**config.mk**
```make
export PLATFORM = sky130hd
export DESIGN_NAME = drrb_queue
export DESIGN_NICKNAME = d
export VERILOG_FILES = /design/src/design/drrb_pkg.sv /design/src/design/drrb_queue.sv
export SDC_FILE = /design/constraint.sdc
export NUM_CORES = 1
export LEC_CHECK = 0
export ABC_AREA = 1
export BUFFER_PORTS_ARGS = -buffer_cell sky130_fd_sc_hd__buf_2
export CORE_MARGIN = 3
export CORE_UTILIZATION = 56
export CTS_CLUSTER_DIAMETER = 200
export CTS_CLUSTER_SIZE = 10
export DETAILED_ROUTE_END_ITERATION = 16
export PLACE_DENSITY = 0.85
export SETUP_SLACK_MARGIN = 0.2
export SYNTH_ARGS = -nofsm -noshare
export SYNTH_HDL_FRONTEND = slang
export SYNTH_SLANG_ARGS = --single-unit
```
**constraint.sdc**
```tcl
create_clock -name clk_i -period 7.5 [get_ports clk_i]
set_clock_uncertainty 0.2 [all_clocks]
set_input_delay 0.375 -clock clk_i [delete_from_list [all_inputs] [get_ports clk_i]]
set_output_delay 0.375 -clock clk_i [all_outputs]
set_load 0.005 [all_outputs]
```
**src/design/drrb_pkg.sv**
```systemverilog
`timescale 1ns / 1ps
`default_nettype none

package drrb_pkg;

  // Default number of angular bins in the scan ring.
  localparam int NUM_BINS_DEF = 360;
  // Widest ring the design supports sets the stored bin field width.
  localparam int BIN_MAX_W    = 12;

  // Port field widths.
  localparam int COL_W        = 12;
  localparam int DISP_W       = 16;
  localparam int BIN_IDX_W    = 9;
  localparam int RANGE_W      = 16;

  // Configuration register widths.
  localparam int FB_W         = 24;
  localparam int BPC_W        = 20;
  localparam int WIDTH_W      = 13;
  localparam int CFG_IDX_W    = 3;
  localparam int CFG_DATA_W   = 24;

  // Bin mapping arithmetic: signed column offset times Q4.16 scale, then Q.17 sum.
  localparam int OFF_W        = COL_W + 2;
  localparam int PROD_W       = OFF_W + BPC_W + 1;
  localparam int V_W          = PROD_W + 1;
  localparam int BIN_FRAC_W   = 17;

  // Depth division: focal_baseline * 16 over a positive Q12.4 disparity.
  localparam int DIVIDEND_W   = FB_W + 4;
  localparam int DIVISOR_W    = DISP_W - 1;
  localparam int DIV_STEPS    = 2;
  localparam int DIV_CYCLES   = DIVIDEND_W / DIV_STEPS;
  localparam int DIV_CNT_W    = $clog2(DIV_CYCLES);

  // Queue between the front and back parts.
  localparam int QUEUE_DEPTH  = 2;

  // Reset values of the configuration registers.
  localparam logic [FB_W-1:0]    FB_RST    = '0;
  localparam logic [BPC_W-1:0]   BPC_RST   = BPC_W'(6144);
  localparam logic [WIDTH_W-1:0] WIDTH_RST = WIDTH_W'(640);
  localparam logic [RANGE_W-1:0] RMIN_RST  = RANGE_W'(100);
  localparam logic [RANGE_W-1:0] RMAX_RST  = RANGE_W'(5000);

  // Configuration register indexes.
  typedef enum logic [CFG_IDX_W-1:0] {
    CFG_FOCAL_BASELINE = 3'd0,
    CFG_BINS_PER_COL   = 3'd1,
    CFG_IMAGE_WIDTH    = 3'd2,
    CFG_RANGE_MIN      = 3'd3,
    CFG_RANGE_MAX      = 3'd4
  } cfg_idx_e;

  // Work kinds handed from the front to the back.
  typedef enum logic [1:0] {
    OP_SAMPLE   = 2'd0,
    OP_READ     = 2'd1,
    OP_READ_OOR = 2'd2
  } op_e;

  typedef struct packed {
    logic [FB_W-1:0]    focal_baseline;
    logic [BPC_W-1:0]   bins_per_col;
    logic [WIDTH_W-1:0] image_width;
    logic [RANGE_W-1:0] clamp_lo;
    logic [RANGE_W-1:0] clamp_hi;
  } cfg_t;

  typedef struct packed {
    op_e                  op;
    logic [BIN_MAX_W-1:0] bin;
    logic [DIVISOR_W-1:0] disp;
    logic [BIN_IDX_W-1:0] out_bin;
    logic                 last;
  } qent_t;

endpackage

`default_nettype wire

```
**src/design/drrb_queue.sv**
```systemverilog
`timescale 1ns / 1ps
`default_nettype none

module drrb_queue
  import drrb_pkg::*;
(
  input  wire logic  clk_i,
  input  wire logic  rst_ni,
  input  wire logic  push_i,
  input  wire qent_t push_ent_i,
  output logic       push_ready_o,
  output logic       pop_valid_o,
  output qent_t      pop_ent_o,
  input  wire logic  pop_i
);

  localparam int PtrW = $clog2(QUEUE_DEPTH);
  localparam int CntW = $clog2(QUEUE_DEPTH + 1);

  qent_t            slot_q [QUEUE_DEPTH];
  logic [PtrW-1:0]  wr_ptr_q;
  logic [PtrW-1:0]  rd_ptr_q;
  logic [CntW-1:0]  cnt_q;
  logic             do_push;
  logic             do_pop;

  assign push_ready_o = cnt_q != CntW'(QUEUE_DEPTH);
  assign pop_valid_o  = cnt_q != '0;
  assign pop_ent_o    = slot_q[rd_ptr_q];
  assign do_push      = push_i && push_ready_o;
  assign do_pop       = pop_i && pop_valid_o;

  // Pointers and fill count.
  always_ff @(posedge clk_i or negedge rst_ni) begin
    if (!rst_ni) begin
      wr_ptr_q <= '0;
      rd_ptr_q <= '0;
      cnt_q    <= '0;
    end else begin
      if (do_push) begin
        wr_ptr_q <= wr_ptr_q + 1'b1;
      end
      if (do_pop) begin
        rd_ptr_q <= rd_ptr_q + 1'b1;
      end
      if (do_push && !do_pop) begin
        cnt_q <= cnt_q + 1'b1;
      end else if (!do_push && do_pop) begin
        cnt_q <= cnt_q - 1'b1;
      end
    end
  end

  // Entry storage.
  always_ff @(posedge clk_i) begin
    if (do_push) begin
      slot_q[wr_ptr_q] <= push_ent_i;
    end
  end

endmodule

`default_nettype wire

```
==> metrics.yaml, run 1 <==
ys_async_sr_fraction_pct: 4.878
power.density_nw_per_um2: 378.0
antennaDiodeCount: 0
grt_pass1_wl_um: 8369
ys_seq_area_share_pct: 77.55
syn_area_per_cell_um2: 13.52
final_nets: 364
synth_common_cells: "nand2_1 (123), edfxtp_1 (78), buf_6 (8)"
arrival_ns: 1.79
r2r-start: "cnt_q[1]$_DFFE_PN0P_"
cts_buffers: 9
gr-total-overflow: 0
gp_congestion: 0.7292
grt_pass1_vias: 1873
drt_iter0_drc: 97
core-area_um2: 5270
die_area_um2: 6559
p_int_mw: 0.9755
synthCells: 233
drive_gt1_share_pct: 33.85
routed_via_density: 4.795
critPathMaxStageDelay_ns: 0.76
grt_start_max_net_pins: 41
initial_core_util_pct: 59.76
comb_power_share_pct: 29.7
dp.cells: 378
ant_nets: 0
grt.total_usage_pct: 17.63
syn_nets: 277
clk_pin_slew_worst_paths_ns: 0.08
max_freq_ghz: 0.4220
ys_top_cells_by_area: "edfxtp_1 (74%), nand2_1 (15%), dfrtp_1 (3.2%), buf_6 (2.9%), nand2_4 (1.1%)"
hp-class: "input port to flop"
rows: 26
synth_edf_count: 78
ys_ff_latch: 82
wl_um: 5343
drc: 0
worstPathMaxFanout: 26
htree_num_levels: 3
finalCriticalPeriod_ns: 2.370
worst_pin_slew_ns: 1.085
post-dp-hpwl_um: 3560
yosys.cell_types.count: 17
cpMostUsedCell: "nand2_1"
die_w_um: 80.99
cp.buffers_inverters: 2
min-delay-start: "push_ent_i[10]"
clk_path_buf_depth: 2
drv_cap: 0
grt_antenna_before_repair: 0
p_leak_nw: 1.667
rsz0062_at_grt: "false"
wl_per_cell_um: 13.53
crit_path_cell_trace: "buf_4, nand2_1, nand2_1, buf_2"
crit_start: "rd_ptr_q$_DFFE_PN0P_"
syn_to_final_growth_pct: 20.58
crit_family: "flip-flops"
outcome: "complete, no violations"
worst_setup_path_start_kind: "flop"
fin_crit_sh_pct: 31.60
p_clk_share_pct: 23.3
switching_share_pct: 32.04
yosysTopAreaCell: "edfxtp_1"
finalHoldViolCount: 0
insertion_delay_ns: 0.33
p_switching_mw: 0.4599
drt-pass1-iter-count: 4
synth_most_common_cell: "nand2_1"
setup_viol: 0
final_max_slew_viol_count: 0
io_pins: 84
criticalPathCategory: "flop to primary output"
relSlewSlack_pct: 27.53
die_h_um: 80.99
root_buffer: "clkbuf_8"
end_kind: "primary output"
routed-via-count: 1894
ir_drop_v: 0.0002051
power.sequential.fraction_pct: 47.0
port_buffers: 83
cts_tree: "done"
cp_slowest_cell: "dfrtp_1"
tns_ns: 0
cts_sinks: 82
layoutNonFillerInstCount: 395
synthFlopType: "edfxtp_1"
ys_warn_count: 0
synth_top_area_share_pct: 74.37
cp.required_ns: 6.92
syn_area_um2: 3149
[cell type report]
class / count / area (um^2)
Inverter: 7 / 33.78
Tap cell: 70 / 87.58
Clock inverter: 6 / 90.09
Clock buffer: 10 / 127.6
Multi-Input combinational cell: 135 / 583.1
Timing Repair Buffer: 85 / 432.9
Fill cell: 373 / 1473
Sequential cell: 82 / 2442
[cell usage in the layout, fill, tap and decap left out, drive strengths merged]
cell | synthesis | final
buf | 9 | 84
bufinv | 0 | 2
clkbuf | 0 | 10
clkinv | 0 | 2
clkinvlp | 0 | 1
dfrtp | 4 | 4
dlygate4sd3 | 0 | 1
edfxtp | 78 | 78
ha | 1 | 1
inv | 7 | 8
nand2 | 127 | 127
nand3 | 2 | 2
nand4 | 1 | 1
nor2 | 2 | 2
xnor2 | 1 | 1
xor2 | 1 | 1
[per-layer routing]
| layer | routed length, um | track usage [%] | up-vias | part of all wire, % |
|---|---|---|---|---|
| met3 | 360 | 3.991 | 8 | 6.7 |
| met5 | 0 | 0 | - | 0 |
| met4 | 81 | 8.615 | 0 | 1.5 |
| met1 | 2070 | 20.29 | 867 | 39 |
| li1 | - | - | 950 | - |
| met2 | 2830 | 31.03 | 69 | 53 |
[what timing repair did]
item | CTS | global route
resized for setup | 0 | 0
endpoints found under the setup margin | 0 | 0
buffers inserted | 0 | 0
endpoints found under the hold margin | 4 | 0
hold buffers | 1 | 0
[power by group through the flow]
| stage | combinational [mW] | clock (mW) | sequential [mW] |
|---|---|---|---|
| CTS | 0.437 | 0.342 | 0.675 |
| floorplan | 0.309 | 0 | 0.665 |
| global route | 0.488 | 0.357 | 0.686 |
| detailed placement | 0.434 | 0 | 0.685 |
| finish | 0.426 | 0.335 | 0.674 |
| global placement | 0.419 | 0 | 0.681 |
[registers in the layout (all words and copies together), names as in the netlist]
name      flops
slot_q       78
cnt_q         2
rd_ptr_q      1
wr_ptr_q      1
[worst paths after layout]
path	to	slack (ns)	cells after the start
worst min-delay path	slot_q[0][10]$_DFFE_PP_	0.03	1
worst min register to register	cnt_q[0]$_DFFE_PN0P_	0.32	1
worst max-delay path	pop_ent_o[19]	5.13	4
min in group asynchronous	cnt_q[1]$_DFFE_PN0P_	0.17	2
max in group asynchronous	cnt_q[0]$_DFFE_PN0P_	6.80	2
worst max register to register	slot_q[1][1]$_DFFE_PP_	5.44	3
[through the flow]
stage	hold WS (ns)	cell area (um^2)	setup WS (ns)	total power [mW]	utilization, %
2_1_floorplan	-0.1206	3149	4.631	0.9743	-
3_3_place_gp	-0.01462	3570	5.478	1.100	67.74
3_5_place_dp	-0.01057	3570	5.414	1.120	67.74
4_1_cts	0.01243	3797	5.099	1.454	72.06
5_1_grt	0.01414	3797	4.997	1.531	72.06
6_report	0.02689	3797	5.130	1.435	72.06
[logic make-up after synthesis]
kind of cell / synth area share, %
xor+xnor: 0.7948
fa+ha+maj: 0.3972
buf+inv: 4.410
flops: 77.55
simple gates: 16.85
Note: power is estimated with default switching activity, not from simulation.
==> run 2: changes to the inputs <==
- CORE_UTILIZATION: 56 -> 52
- PLACE_DENSITY: 0.85 -> 0.8
- clock period: 7.5 -> 2.35 ns (I/O delays scaled with it)
==> run 2 against run 1 <==
Compared with the run above: die area up 7.1%; largest cell class unchanged; sequential power grew to 3.2 times the previous value; worst setup slack got worse by 4.6 ns; non-clock buffer count is 47 higher; design area increased by 10%; register-to-register slack worse by 4.9 ns.
==> metrics.yaml, run 2 (synthesis results as in run 1) <==
routed_via_density: 4.732
critPathMaxStageDelay_ns: 0.64
rows: 27
rsz0062_at_grt: "false"
setup_viol: 0
antennaDiodeCount: 0
hp-class: "input port to flop"
drive_gt1_share_pct: 30.38
criticalPathCategory: "flop to primary output"
cp_slowest_cell: "dfrtp_2"
layoutNonFillerInstCount: 444
drv_cap: 0
fillers: 388
syn_to_final_growth_pct: 33.21
io_pins: 84
wl_um: 6163
cts_sinks: 82
port_buffers: 83
gr-total-overflow: 0
tns_ns: 0
comb_power_share_pct: 33.1
largest-register: "slot_q"
worst_pin_slew_ns: 0.4297
cts_setup_buffers: 0
grt_pass1_wl_um: 9694
pre_cts_slack_ns: 0.6167
fin_ws_ns: 0.5215
p_leak_nw: 1.842
grt_pass1_vias: 2136
grt_antenna_before_repair: 0
drc: 0
worst_setup_path_start_kind: "flop"
post-dp-hpwl_um: 3671
worstPathMaxFanout: 19
ant_nets: 0
switching_share_pct: 33.35
fin_crit_sh_pct: 77.81
core-area_um2: 5675
outcome: "complete, no violations"
cp.buffers_inverters: 2
mostFrequentLayoutCells: "nand2_1 (123), buf_2 (83), edfxtp_1 (78)"
cts_tree: "done"
root_buffer: "clkbuf_8"
r2r-start: "cnt_q[0]$_DFFE_PN0P_"
die_w_um: 83.82
crit_family: "flip-flops"
final_nets: 411
mostFrequentLayoutCell: "nand2_1"
largest_reg_flops: 78
gp_congestion: 0.7007
initial_core_util_pct: 55.49
final_max_slew_viol_count: 0
insertion_delay_ns: 0.33
cts_buffers: 9
die_area_um2: 7026
cpMostUsedCell: "nand2_1"
wl_per_cell_um: 13.88
multi_input_area_um2: 583.1
min-delay-start: "push_ent_i[32]"
clk_path_buf_depth: 2
end_kind: "primary output"
grt.total_usage_pct: 18.00
finalCriticalPeriod_ns: 1.829
die_h_um: 83.82
htree_num_levels: 3
ff_latch_area_um2: 2444
max_freq_ghz: 0.5469
p_switching_mw: 1.485
clk_pin_slew_worst_paths_ns: 0.07
power.density_nw_per_um2: 1062
cp.required_ns: 2.03
arrival_ns: 1.51
drt_iter0_drc: 119
crit_path_cell_trace: "buf_4, nand2_1, nand2_1, buf_2"
grt_start_max_net_pins: 41
p_int_mw: 2.969
finalHoldViolCount: 0
relSlewSlack_pct: 71.35
routed-via-count: 2101
top_regs: "slot_q: 78 flops, cnt_q: 2 flops"
drt-pass1-iter-count: 5
p_clk_share_pct: 18.3
power.sequential.fraction_pct: 48.6
ir_drop_v: 0.0005740
dp.cells: 385
crit_start: "rd_ptr_q$_DFFE_PN0P_"
## run 2: cell types whose count changed in the layout (fill, tap and decap cells not counted), sizes merged
cell | before | now
buf | 84 | 89
clkbuf | 10 | 12
bufinv | 2 | 0
clkinv | 2 | 4
dlygate4sd3 | 1 | 43
clkinvlp | 1 | 0
inv | 8 | 7
## run 2: power groups by stage
stage	registers (mW)	logic, mW	clock network [mW]
5_1_grt	2.19	1.65	0.917
4_1_cts	2.16	1.48	0.837
2_1_floorplan	2.11	0.993	0
3_3_place_gp	2.17	1.39	0
3_5_place_dp	2.19	1.42	0
6_report	2.17	1.47	0.815
## run 2: metrics by stage
stage | instance area (um^2) | utilization (%) | hold WS, ns | total power [mW]
after floorplan | 3154 | - | -0.3781 | 3.107
after CTS | 4194 | 73.90 | 0.2869 | 4.475
after global placement | 3610 | 63.60 | -0.2741 | 3.556
final | 4195 | 73.92 | 0.2976 | 4.454
after detailed placement | 3610 | 63.60 | -0.2687 | 3.609
after global routing | 4195 | 73.92 | 0.2880 | 4.759
## run 2: final cells by class
class,count,share of cell area [%]
inverter,7,0.8052
clock inverter,4,0.4474
timing repair buffer,132,21.23
sequential,82,58.25
clock buffer,12,3.221
tap,72,2.147
multi-input combinational,135,13.90
## run 2: per-layer routing
layer,track usage [%],wire (um)
met2,32.03,3351
met4,7.749,135
met3,6.515,353
met1,19.08,2323
met5,0,0
## run 2: what timing repair did
item,CTS,global route
setup endpoints to repair,0,32
gates resized for setup,0,1
hold endpoints to repair,84,0
hold buffers,43,0
## run 2: path summary, 6_finish.rpt
check	to	slack, ns	depth (start not counted)
max	pop_ent_o[11]	0.52	4
min	slot_q[0][32]$_DFFE_PP_	0.30	2
max reg2reg	cnt_q[1]$_DFFE_PN0P_	0.55	9
max in group asynchronous	rd_ptr_q$_DFFE_PN0P_	1.26	3
min in group asynchronous	cnt_q[0]$_DFFE_PN0P_	0.49	3
min reg2reg	cnt_q[0]$_DFFE_PN0P_	0.34	1
## run 2: worst reg2reg max path: cells and delay by family, from the launching register on
kind	cells	cell delay [ns]
buffers and inverters	3	0.29
AND/OR/NAND/NOR	5	0.45
adder cells (fa/ha/maj)	1	0.33
flip-flops	1	0.42
