## src/design/drrb_pkg.sv

```systemverilog
`timescale 1ns / 1ps
`default_nettype none

package drrb_pkg;

  // Default number of angular bins in the scan ring.
  localparam int NUM_BINS_DEF = 360;
  // Widest ring the design supports sets the stored bin field width.
  localparam int BIN_MAX_W    = 12;

  // Port field widths.
  localparam int COL_W        = 12;
  localparam int DISP_W       = 16;
  localparam int BIN_IDX_W    = 9;
  localparam int RANGE_W      = 16;

  // Configuration register widths.
  localparam int FB_W         = 24;
  localparam int BPC_W        = 20;
  localparam int WIDTH_W      = 13;
  localparam int CFG_IDX_W    = 3;
  localparam int CFG_DATA_W   = 24;

  // Bin mapping arithmetic: signed column offset times Q4.16 scale, then Q.17 sum.
  localparam int OFF_W        = COL_W + 2;
  localparam int PROD_W       = OFF_W + BPC_W + 1;
  localparam int V_W          = PROD_W + 1;
  localparam int BIN_FRAC_W   = 17;

  // Depth division: focal_baseline * 16 over a positive Q12.4 disparity.
  localparam int DIVIDEND_W   = FB_W + 4;
  localparam int DIVISOR_W    = DISP_W - 1;
  localparam int DIV_STEPS    = 2;
  localparam int DIV_CYCLES   = DIVIDEND_W / DIV_STEPS;
  localparam int DIV_CNT_W    = $clog2(DIV_CYCLES);

  // Queue between the front and back parts.
  localparam int QUEUE_DEPTH  = 2;

  // Reset values of the configuration registers.
  localparam logic [FB_W-1:0]    FB_RST    = '0;
  localparam logic [BPC_W-1:0]   BPC_RST   = BPC_W'(6144);
  localparam logic [WIDTH_W-1:0] WIDTH_RST = WIDTH_W'(640);
  localparam logic [RANGE_W-1:0] RMIN_RST  = RANGE_W'(100);
  localparam logic [RANGE_W-1:0] RMAX_RST  = RANGE_W'(5000);

  // Configuration register indexes.
  typedef enum logic [CFG_IDX_W-1:0] {
    CFG_FOCAL_BASELINE = 3'd0,
    CFG_BINS_PER_COL   = 3'd1,
    CFG_IMAGE_WIDTH    = 3'd2,
    CFG_RANGE_MIN      = 3'd3,
    CFG_RANGE_MAX      = 3'd4
  } cfg_idx_e;

  // Work kinds handed from the front to the back.
  typedef enum logic [1:0] {
    OP_SAMPLE   = 2'd0,
    OP_READ     = 2'd1,
    OP_READ_OOR = 2'd2
  } op_e;

  typedef struct packed {
    logic [FB_W-1:0]    focal_baseline;
    logic [BPC_W-1:0]   bins_per_col;
    logic [WIDTH_W-1:0] image_width;
    logic [RANGE_W-1:0] clamp_lo;
    logic [RANGE_W-1:0] clamp_hi;
  } cfg_t;

  typedef struct packed {
    op_e                  op;
    logic [BIN_MAX_W-1:0] bin;
    logic [DIVISOR_W-1:0] disp;
    logic [BIN_IDX_W-1:0] out_bin;
    logic                 last;
  } qent_t;

endpackage

`default_nettype wire

```

## src/design/drrb_front.sv

```systemverilog
`timescale 1ns / 1ps
`default_nettype none

module drrb_front
  import drrb_pkg::*;
#(
  parameter int NUM_BINS = NUM_BINS_DEF
) (
  input  wire logic                     clk_i,
  input  wire logic                     rst_ni,
  input  wire cfg_t                     cfg_i,
  input  wire logic                     clearing_i,
  input  wire logic                     in_valid_i,
  output logic                          in_ready_o,
  input  wire logic                     req_type_i,
  input  wire logic [COL_W-1:0]         column_i,
  input  wire logic signed [DISP_W-1:0] disparity_i,
  input  wire logic [BIN_IDX_W-1:0]     bin_index_i,
  output logic                          push_o,
  output qent_t                         push_ent_o,
  input  wire logic                     push_ready_i
);

  typedef enum logic {
    ST_IDLE,
    ST_PUSH
  } state_e;

  localparam logic [V_W-1:0] CenterV = V_W'(NUM_BINS) << (BIN_FRAC_W - 1);

  state_e                   state_q;
  logic                     req_q;
  logic [COL_W-1:0]         col_q;
  logic [DISP_W-1:0]        disp_q;
  logic [BIN_IDX_W-1:0]     bidx_q;
  logic signed [PROD_W-1:0] prod_q;
  logic signed [OFF_W-1:0]  off;
  logic signed [PROD_W-1:0] prod_d;
  logic [V_W-1:0]           v;
  logic [V_W-BIN_FRAC_W-1:0] v_int;
  logic                     bin_ok;
  logic [BIN_MAX_W-1:0]     bin;
  logic                     col_ok;
  logic                     disp_ok;
  logic                     rd_in_range;
  logic                     accept;
  logic                     need_push;

  assign in_ready_o = (state_q == ST_IDLE) && !clearing_i;
  assign accept     = in_valid_i && in_ready_o;

  // Signed column offset from the row center, scaled by bins per column.
  assign off    = $signed({1'b0, column_i, 1'b0}) - $signed({1'b0, cfg_i.image_width});
  assign prod_d = off * $signed({1'b0, cfg_i.bins_per_col});

  // Bin position in Q.17; truncation toward zero sends (-1, 0) to bin 0.
  assign v     = {prod_q[PROD_W-1], prod_q} + CenterV;
  assign v_int = v[V_W-1:BIN_FRAC_W];
  always_comb begin
    if (v[V_W-1]) begin
      bin_ok = (&v_int) && (|v[BIN_FRAC_W-1:0]);
      bin    = '0;
    end else begin
      bin_ok = v_int < (V_W-BIN_FRAC_W)'(NUM_BINS);
      bin    = v_int[BIN_MAX_W-1:0];
    end
  end

  assign col_ok      = {1'b0, col_q} < cfg_i.image_width;
  assign disp_ok     = (disp_q != '0) && !disp_q[DISP_W-1] && (cfg_i.focal_baseline != '0);
  assign rd_in_range = {{(BIN_MAX_W+1-BIN_IDX_W){1'b0}}, bidx_q} < (BIN_MAX_W+1)'(NUM_BINS);

  // Classify the held item into a queue entry; dropped samples push nothing.
  always_comb begin
    push_ent_o         = '0;
    push_ent_o.out_bin = bidx_q;
    push_ent_o.disp    = disp_q[DIVISOR_W-1:0];
    if (req_q) begin
      push_ent_o.op   = rd_in_range ? OP_READ : OP_READ_OOR;
      push_ent_o.bin  = BIN_MAX_W'(bidx_q);
      push_ent_o.last = rd_in_range &&
                        ({{(BIN_MAX_W+1-BIN_IDX_W){1'b0}}, bidx_q} ==
                         (BIN_MAX_W+1)'(NUM_BINS - 1));
      need_push       = 1'b1;
    end else begin
      push_ent_o.op   = OP_SAMPLE;
      push_ent_o.bin  = bin;
      need_push       = col_ok && bin_ok && disp_ok;
    end
  end

  assign push_o = (state_q == ST_PUSH) && need_push;

  // Capture the item and its product, then hand it on.
  always_ff @(posedge clk_i or negedge rst_ni) begin
    if (!rst_ni) begin
      state_q <= ST_IDLE;
    end else begin
      case (state_q)
        ST_IDLE: begin
          if (accept) begin
            state_q <= ST_PUSH;
          end
        end
        ST_PUSH: begin
          if (!need_push || push_ready_i) begin
            state_q <= ST_IDLE;
          end
        end
        default: state_q <= ST_IDLE;
      endcase
    end
  end

  always_ff @(posedge clk_i) begin
    if (accept) begin
      req_q  <= req_type_i;
      col_q  <= column_i;
      disp_q <= disparity_i;
      bidx_q <= bin_index_i;
      prod_q <= prod_d;
    end
  end

endmodule

`default_nettype wire

```

## config.mk

```make
export PLATFORM = sky130hd
export DESIGN_NAME = drrb_front
export DESIGN_NICKNAME = d
export VERILOG_FILES = /design/src/design/drrb_pkg.sv /design/src/design/drrb_front.sv
export SDC_FILE = /design/constraint.sdc
export NUM_CORES = 1
export LEC_CHECK = 0
export ABC_CLOCK_PERIOD_IN_PS = 4000
export BUFFER_PORTS_ARGS = -buffer_cell sky130_fd_sc_hd__buf_2
export CAP_MARGIN = 0
export CORE_MARGIN = 4
export CORE_UTILIZATION = 30
export CTS_BUF_LIST = sky130_fd_sc_hd__clkbuf_2
export CTS_CLUSTER_SIZE = 8
export DETAILED_ROUTE_END_ITERATION = 10
export PLACE_DENSITY_LB_ADDON = 0.1
export SYNTH_ARGS = -nofsm -noshare
export SYNTH_HDL_FRONTEND = slang
export SYNTH_SLANG_ARGS = --single-unit
```

## constraint.sdc

```tcl
create_clock -name clk_i -period 4 [get_ports clk_i]
set_input_delay 0.2 -clock clk_i [delete_from_list [all_inputs] [get_ports clk_i]]
set_output_delay 0.2 -clock clk_i [all_outputs]
set_load 0.02 [all_outputs]
```

==> results.cfg, run 1 <==
[run_status]
outcome = complete, but fails checks
violations = setup timing

[clock_network]
cts_tree = built
htree_levels = 3
clk_pin_slew_ps = 230
cts.sinks = 74
cts_max_path_buffers = 2
cts_buffers = 9
cts_root_buf = clkbuf_2
clkLatencyLatePin_ps = 550

[routing]
wl_per_cell_um = 16.5
postRouteWirelength_um = 38800
routed-via-count = 10700
ant_nets = 0
drc = 0
drt-pass1-iter-count = 5
drt_iter0_drc = 477
via_per_inst = 4.55

[floorplan]
die-area_mm2 = 0.0482
start_util_pct = 30.4
die_x_um = 220
ios = 173
fp-row-count = 77
core_mm2 = 0.0442
die_h_um = 220

[run]
max-cap-violations = 0

[yosys]
synth_edf_count = 73
ys_ff_latch = 74
syn-num-nets = 1899
synth_area_leader_cell = fa_1
yosysSeqAreaShare_pct = 16.5
ys_warn_count = 0
netlist_instances = 1407
ys.flop_type = edfxtp_1
synthesis.area_mm2 = 0.0134
avgSynthCellArea_um2 = 9.55
synth_cell_types = 70
synthArstFlopShare_pct = 1.35
synth_top_area_share_pct = 32.0
synth_area_leaders = fa_1 32%, edfxtp_1 16%, ha_1 14%, inv_1 7.2%, nand2_1 4.7%

[sta]
worst_slack_ps = -2600
tightest_slew_ps = 1000
setup_violations = 30
hold_ws_ps = 221
finalSetupTns_ps = -59700
rsz0062_at_grt = true
min_period_ps = 6600
finalCritPeriodShare_pct = 165
drv_slew = 0
max_freq_mhz = 152
final_hold_viol_count = 0
max_slew_margin_pct = 33.3
skew_ps = 41.5

[layout]
most-common-layout-cells = 238 x inv_1, 205 x fa_1, 193 x buf_4, 152 x nand2_1, 138 x buf_2
drive_above_1_share_pct = 31.4
nets = 2249
areaGrowthSynthToFinish_pct = 35.4
n_fill_cell = 4374
final_common_cell = inv_1

[placed_design]
place_congestion = 0.850
port_buffers = 140
hpwl_um = 32000

[worst_setup_path]
required_ps = 4310
startpoint = column_i[0]
reg2regPathDepth = 9
crit_fanout = 9
r2r-end = state_q$_DFF_PN0_
endpoint = prod_q[23]$_DFFE_PP_
end_kind = register
crit_type = input port to register
cp_common_cell = fa_1
cp_slowest_cell = fa_2
r2r_start = prod_q[19]$_DFFE_PP_
cpPeakStageDelay_ps = 570
rrSetupSlack_ps = 1060
arrival_ps = 6910
start_kind = input port

[global_route]
grt_pass1_wl_um = 63200
grt_max_degree = 75
grt-ovfl-total = 0
antenna_found_initial = 1
grt_pass1_vias = 11700
grt_usage_pct = 16.3

[hold_path]
hold_path.class = input port to register
[logic make-up (layout without fill, tap and decap cells)]
family / Yosys count / after routing / share of synthesized area [%]
adders and majority gates: 360 / 360 / 45.6
buffers and inverters: 335 / 690 / 9.92
xor gates and xnor gates: 43 / 43 / 2.80
muxes: 2 / 2 / 0.149
other: 0 / 1 / 0
AOI/OAI and AO/OA: 145 / 145 / 7.68
DFF: 74 / 74 / 16.5
and+or+nand+nor: 448 / 448 / 17.4
[synth_stat cells, types with 18 or more instances]
cell / number
edfxtp_1: 73
ha_1: 145
xnor2_1: 29
fa_1: 215
and2_1: 93
o21ai_0: 18
and3b_1: 24
clkbuf_1: 57
inv_1: 258
a21oi_1: 34
nand2_1: 169
nor2_1: 44
[how the worst min path moves through the flow]
stage	startpoint	end	slack, ps	cells past startpoint
after floorplan	rst_ni	state_q$_DFF_PN0_	-100	0
after global placement	rst_ni	state_q$_DFF_PN0_	-20	1
after detailed placement	rst_ni	state_q$_DFF_PN0_	-20	1
after CTS	cfg_i[45]	prod_q[0]$_DFFE_PP_	150	3
after global routing	cfg_i[45]	prod_q[0]$_DFFE_PP_	190	3
final	cfg_i[45]	prod_q[0]$_DFFE_PP_	220	3
[sequential cells by signal, summed over array words and instances (netlist names)]
name / flops
prod_q: 35
disp_q: 16
col_q: 12
bidx_q: 9
req_q: 1
state_q: 1
[what timing repair did]
| item | in CTS | in global routing |
|---|---|---|
| pin swaps | 43 | 20 |
| gates cloned | 1 | 2 |
| endpoints found under the hold margin | 40 | 0 |
| endpoints found under the setup margin | 30 | 30 |
| gates resized for setup | 63 | 62 |
| hold buffers | 41 | 0 |
| setup buffers | 11 | 12 |
[per-layer routing]
layer / track usage (%) / share of wire [%] / vias to the layer above
li1: - / - / 5199
met1: 23.0 / 47 / 5285
met2: 26.7 / 46 / 190
met3: 1.97 / 4.5 / 48
met4: 4.21 / 2.3 / 0
met5: 0 / 0 / -
[per-stage QoR]
| step | utilization (%) | worst slack (ps) | cell area [um2] | std cells |
|---|---|---|---|---|
| final | 41.1 | -2600 | 18200 | 2355 |
| after global routing | 41.1 | -2810 | 18200 | 2355 |
| after CTS | 40.2 | -2510 | 17800 | 2342 |
| after detailed placement | 37.8 | -3400 | 16700 | 2273 |
| after global placement | 37.8 | -3390 | 16700 | 2273 |
| after floorplan | - | -2960 | 13800 | 1407 |
[critical path, delay by kind of cell]
| kind | cells | cell delay (ps) |
|---|---|---|
| xor gates and xnor gates | 2 | 220 |
| adders and majority gates | 8 | 3580 |
| and+or+nand+nor | 3 | 590 |
| buffers and inverters | 7 | 820 |
| AOI/OAI and AO/OA | 10 | 1490 |
[final cells by class]
cell class | count | area (um2) | area share, %
Timing Repair Buffer | 416 | 3270 | 18.0
Clock buffer | 10 | 50.0 | 0.275
Tap cell | 592 | 741 | 4.07
Antenna cell | 1 | 2.50 | 0.0138
Inverter | 258 | 973 | 5.35
Clock inverter | 6 | 115 | 0.633
Sequential cell | 74 | 2220 | 12.2
Multi-Input combinational cell | 998 | 10800 | 59.5
Power of run 1 is not shown: default switching activity piles up to over one toggle a cycle in this logic, so the estimate is an artifact.
==> run 2: changes to the inputs <==
ABC_CLOCK_PERIOD_IN_PS = 6080   (was 4000)
SLEW_MARGIN = 20   (was unset)
clock period = 6.08 ns   (was 4 ns; I/O delays follow)
==> run 2 against run 1 <==
The run still ends with setup timing left. Hold slack better by 110 ps. Critical endpoint is now prod_q[31]$_DFFE_PP_. Global-route usage decreased by 0.47 points. Flip-flop and latch count did not move. Clock-buffer cell count shrank 1. Critical path depth stayed put. Cell area shrank 5.8%. First-iteration DRC count grew 1.0%. Die area unchanged.
==> results.cfg, run 2 (synthesis gave the netlist of run 1 again) <==
[hold_path]
hold_path.class = input port to register
min_path_cells = 3

[sta]
setup_violations = 21
finalSetupTns_ps = -8430
finalCritPeriodShare_pct = 110
rsz0062_at_grt = true
tightest_slew_ps = 987
max_freq_mhz = 149
final_hold_viol_count = 0
max_slew_margin_pct = 34.2
min_period_ps = 6700
drv_slew = 0
skew_ps = 15.7
worst_slack_ps = -619

[worst_setup_path]
end_kind = register
arrival_ps = 7050
r2r-end = state_q$_DFF_PN0_
cp_common_cell = fa_1
start_kind = input port
startpoint = column_i[0]
crit_fanout = 4
cp_slowest_cell = fa_1
r2r_start = prod_q[19]$_DFFE_PP_
crit_type = input port to register
required_ps = 6430
endpoint = prod_q[31]$_DFFE_PP_
cpPeakStageDelay_ps = 530
reg2regPathDepth = 9
rrSetupSlack_ps = 3040

[floorplan]
fp-row-count = 77
die_x_um = 220
die-area_mm2 = 0.0482
die_h_um = 220
core_mm2 = 0.0442
start_util_pct = 30.4
ios = 173

[run_status]
outcome = complete, but fails checks
violations = setup timing

[placed_design]
place_area_mm2 = 0.0161
port_buffers = 140
hpwl_um = 31500
place_congestion = 0.812

[clock_network]
cts.sinks = 74
cts_buffers = 9
htree_levels = 3
cts_max_path_buffers = 2
clk_pin_slew_ps = 220
clkLatencyLatePin_ps = 560
cts_tree = built
cts_root_buf = clkbuf_2

[global_route]
grt-ovfl-total = 0
grt_pass1_vias = 11400
grt_max_degree = 75
grt_pass1_wl_um = 60900
grt_usage_pct = 15.8
antenna_found_initial = 3

[routing]
drt-pass1-iter-count = 6
drt_iter0_drc = 482
postRouteWirelength_um = 37300
drc = 0
ant_nets = 0
routed-via-count = 10600
wl_per_cell_um = 16.1
via_per_inst = 4.59

[run]
max-cap-violations = 0

[layout]
stdcell_area_mm2 = 0.0171
drive_above_1_share_pct = 24.4
regArea_mm2 = 0.00222
top_register = prod_q
areaGrowthSynthToFinish_pct = 27.5
largestRegisters = prod_q x35, disp_q x16, col_q x12
nets = 2205
most-common-layout-cells = 254 x inv_1, 214 x fa_1, 176 x buf_4, 169 x nand2_1
multi_input_area_mm2 = 0.0103
n_fill_cell = 4498
largest_reg_flops = 35
final_common_cell = inv_1
-- run 2: cell types whose count changed in the layout (fill, tap and decap cells not counted), moves of 13 or more --
| cell | before | now |
|---|---|---|
| nand2_1 | 152 | 169 |
| inv_1 | 238 | 254 |
| ha_4 | 28 | 6 |
| nand2_2 | 13 | 0 |
| buf_6 | 19 | 2 |
| ha_1 | 116 | 138 |
| buf_4 | 193 | 176 |
| inv_2 | 19 | 4 |
-- run 2: routing by layer --
metal	vias up	wire, um	part of all wire [%]	global-route usage (%)
met3	34	948	2.5	1.35
met4	4	414	1.1	2.97
met5	-	23	0.062	0
met1	5309	17700	47	21.9
li1	5114	-	-	-
met2	158	18200	49	27.5
-- run 2: worst min path at each step --
stage / start / to / slack, ps
floorplan: rst_ni / state_q$_DFF_PN0_ / 8
global placement: rst_ni / state_q$_DFF_PN0_ / 80
detailed placement: rst_ni / state_q$_DFF_PN0_ / 80
CTS: column_i[11] / col_q[11]$_DFFE_PP_ / 0.2
global route: cfg_i[45] / prod_q[0]$_DFFE_PP_ / 270
finish: cfg_i[45] / prod_q[0]$_DFFE_PP_ / 330
-- run 2: through the flow --
stage / instances / hold WS (ps) / worst slack [ps] / util, %
after floorplan: 1407 / 8.41 / -984 / -
after global placement: 2241 / 80.0 / -1290 / 36.5
after detailed placement: 2241 / 84.4 / -1400 / 36.5
after CTS: 2305 / 0.188 / -550 / 38.4
after global routing: 2311 / 274 / -955 / 38.7
final: 2311 / 326 / -619 / 38.7
-- run 2: critical path: cells and delay by family --
family | cells | cell delay [ps]
xor gates and xnor gates | 1 | 80
buffers and inverters | 7 | 560
adders and majority gates | 8 | 3580
AOI/OAI and AO/OA | 11 | 1960
and+or+nand+nor | 3 | 560
-- run 2: area by class of cell --
type                       count  share of cell area [%]
antenna                        1                  0.0146
clock buffer                   9                   0.263
clock inverter                 7                   0.826
inverter                     258                    5.66
multi-input combinational    998                    59.9
sequential                    74                    12.9
tap                          592                    4.33
timing repair buffer         372                    16.0
-- run 2: timing repair --
item,4_1_cts,5_1_grt
hold buffers,40,1
setup endpoints to repair,21,23
pin swaps,27,20
buffers inserted,7,5
gates cloned,1,0
resized for setup,30,16
endpoints found under the hold margin,39,1
Power of run 2 is left out for the same reason.
==> run 3: changes to the inputs <==
ABC_CLOCK_PERIOD_IN_PS = 5400   (was 6080)
REMOVE_ABC_BUFFERS = 1   (was unset)
clock period = 5.4 ns   (was 6.08 ns; I/O delays follow)
==> run 3 against run 2 <==
The run still ends with setup timing left. Core utilization increased by 1.9 points. Hold slack improved by 1.1 ps. Clock skew increased by 12 ps. Non-clock buffer count increased by 52. First-iteration DRC count decreased by 25%. Worst setup slack got worse by 800 ps. Clock-buffer cell count increased by 1. Critical path depth increased by 2. Cell area increased by 4.9%.
==> results.cfg, run 3 (synthesis gave the netlist of run 1 again) <==
[global_route]
grt_pass1_vias = 11700
antenna_found_initial = 0
grt-ovfl-total = 0
grt_usage_pct = 16.2
grt_pass1_wl_um = 62100
grt_max_degree = 75

[worst_setup_path]
crit_fanout = 6
end_kind = register
start_kind = input port
r2r-end = state_q$_DFF_PN0_
cpPeakStageDelay_ps = 550
arrival_ps = 7160
crit_type = input port to register
cp_slowest_cell = fa_1
rrSetupSlack_ps = 2330
cp_common_cell = fa_1
reg2regPathDepth = 9
required_ps = 5740
r2r_start = prod_q[19]$_DFFE_PP_

[layout]
areaGrowthSynthToFinish_pct = 33.7
drive_above_1_share_pct = 30.2
most-common-layout-cells = 245 x inv_1, 204 x fa_1, 201 x buf_4, 163 x nand2_1, 140 x buf_2
nets = 2257
final_common_cell = inv_1
largest_reg_flops = 35
largestRegisters = prod_q x35, disp_q x16, col_q x12
n_fill_cell = 4509
multi_input_area_mm2 = 0.0107
top_register = prod_q
regArea_mm2 = 0.00222

[routing]
routed-via-count = 10900
drc = 0
drt_iter0_drc = 363
postRouteWirelength_um = 38600
wl_per_cell_um = 16.3
drt-pass1-iter-count = 5
via_per_inst = 4.60
ant_nets = 0

[placed_design]
hpwl_um = 31900
place_congestion = 0.809
port_buffers = 140

[sta]
max_freq_mhz = 147
worst_slack_ps = -1420
finalCritPeriodShare_pct = 126
min_period_ps = 6820
setup_violations = 25
skew_ps = 28.1
max_slew_margin_pct = 33.6
final_hold_viol_count = 0
drv_slew = 0
tightest_slew_ps = 996
rsz0062_at_grt = true
finalSetupTns_ps = -27000

[hold_path]
hold_path.class = input port to register
min-delay-start = cfg_i[45]
hold_end = prod_q[0]$_DFFE_PP_
min_path_cells = 3

[floorplan]
fp-row-count = 77
ios = 173
die-area_mm2 = 0.0482
die_h_um = 220
die_x_um = 220
start_util_pct = 30.4
core_mm2 = 0.0442

[clock_network]
clkLatencyLatePin_ps = 520
htree_levels = 3
cts_max_path_buffers = 2
cts_root_buf = clkbuf_2
cts.sinks = 74
cts_tree = built
cts_buffers = 9
clk_pin_slew_ps = 230

[run_status]
violations = setup timing
outcome = complete, but fails checks

[run]
max-cap-violations = 0
==> run 3: final cells by class <==
class	count	area share, %
Clock buffer	10	0.279
Tap cell	592	4.12
Sequential cell	74	12.3
Multi-Input combinational cell	998	59.6
Inverter	258	5.43
Antenna cell	1	0.0139
Clock inverter	6	0.320
Timing Repair Buffer	424	17.9
==> run 3: timing repair <==
item | 4_1_cts | 5_1_grt
pin swaps | 95 | 83
setup buffers | 25 | 15
hold buffers | 41 | 0
endpoints found under the setup margin | 27 | 27
endpoints found under the hold margin | 40 | 0
resized for setup | 109 | 72
gates cloned | 2 | 1
==> run 3: routing by layer <==
metal	track usage, %	part of all wire, %	up-vias
met4	2.05	1.1	0
met1	20.4	43	5523
met2	31.0	54	108
met5	0	0	-
met3	1.25	1.9	31
li1	-	-	5211
==> run 3: stage by stage <==
| step | util (%) | cell area [um2] | hold WS [ps] | worst slack (ps) | instances |
|---|---|---|---|---|---|
| 2_1_floorplan | - | 13100 | -25.6 | -2300 | 1330 |
| 3_3_place_gp | 36.7 | 16200 | 47.0 | -2540 | 2267 |
| 3_5_place_dp | 36.7 | 16200 | 49.4 | -2600 | 2267 |
| 4_1_cts | 39.6 | 17500 | 268 | -1360 | 2348 |
| 5_1_grt | 40.6 | 18000 | 265 | -1620 | 2362 |
| 6_report | 40.6 | 18000 | 328 | -1420 | 2363 |
==> run 3: how the worst max path moves through the flow <==
stage                           start                   end  depth (start not counted)
after global placement      cfg_i[33]  prod_q[32]$_DFFE_PP_                         31
after detailed placement    cfg_i[33]  prod_q[32]$_DFFE_PP_                         31
after CTS                 column_i[0]  prod_q[31]$_DFFE_PP_                         30
after global routing        cfg_i[33]  prod_q[32]$_DFFE_PP_                         32
after floorplan             cfg_i[33]  prod_q[33]$_DFFE_PP_                         28
final                       cfg_i[33]  prod_q[32]$_DFFE_PP_                         32
==> run 3: critical path: cells and delay by family <==
| kind | cells | cell delay, ps |
|---|---|---|
| AO/OA/AOI/OAI | 8 | 1490 |
| AND/OR/NAND/NOR | 7 | 1040 |
| buffers and inverters | 9 | 890 |
| adder cells (fa/ha/maj) | 8 | 3450 |
Power of run 3 is left out for the same reason.
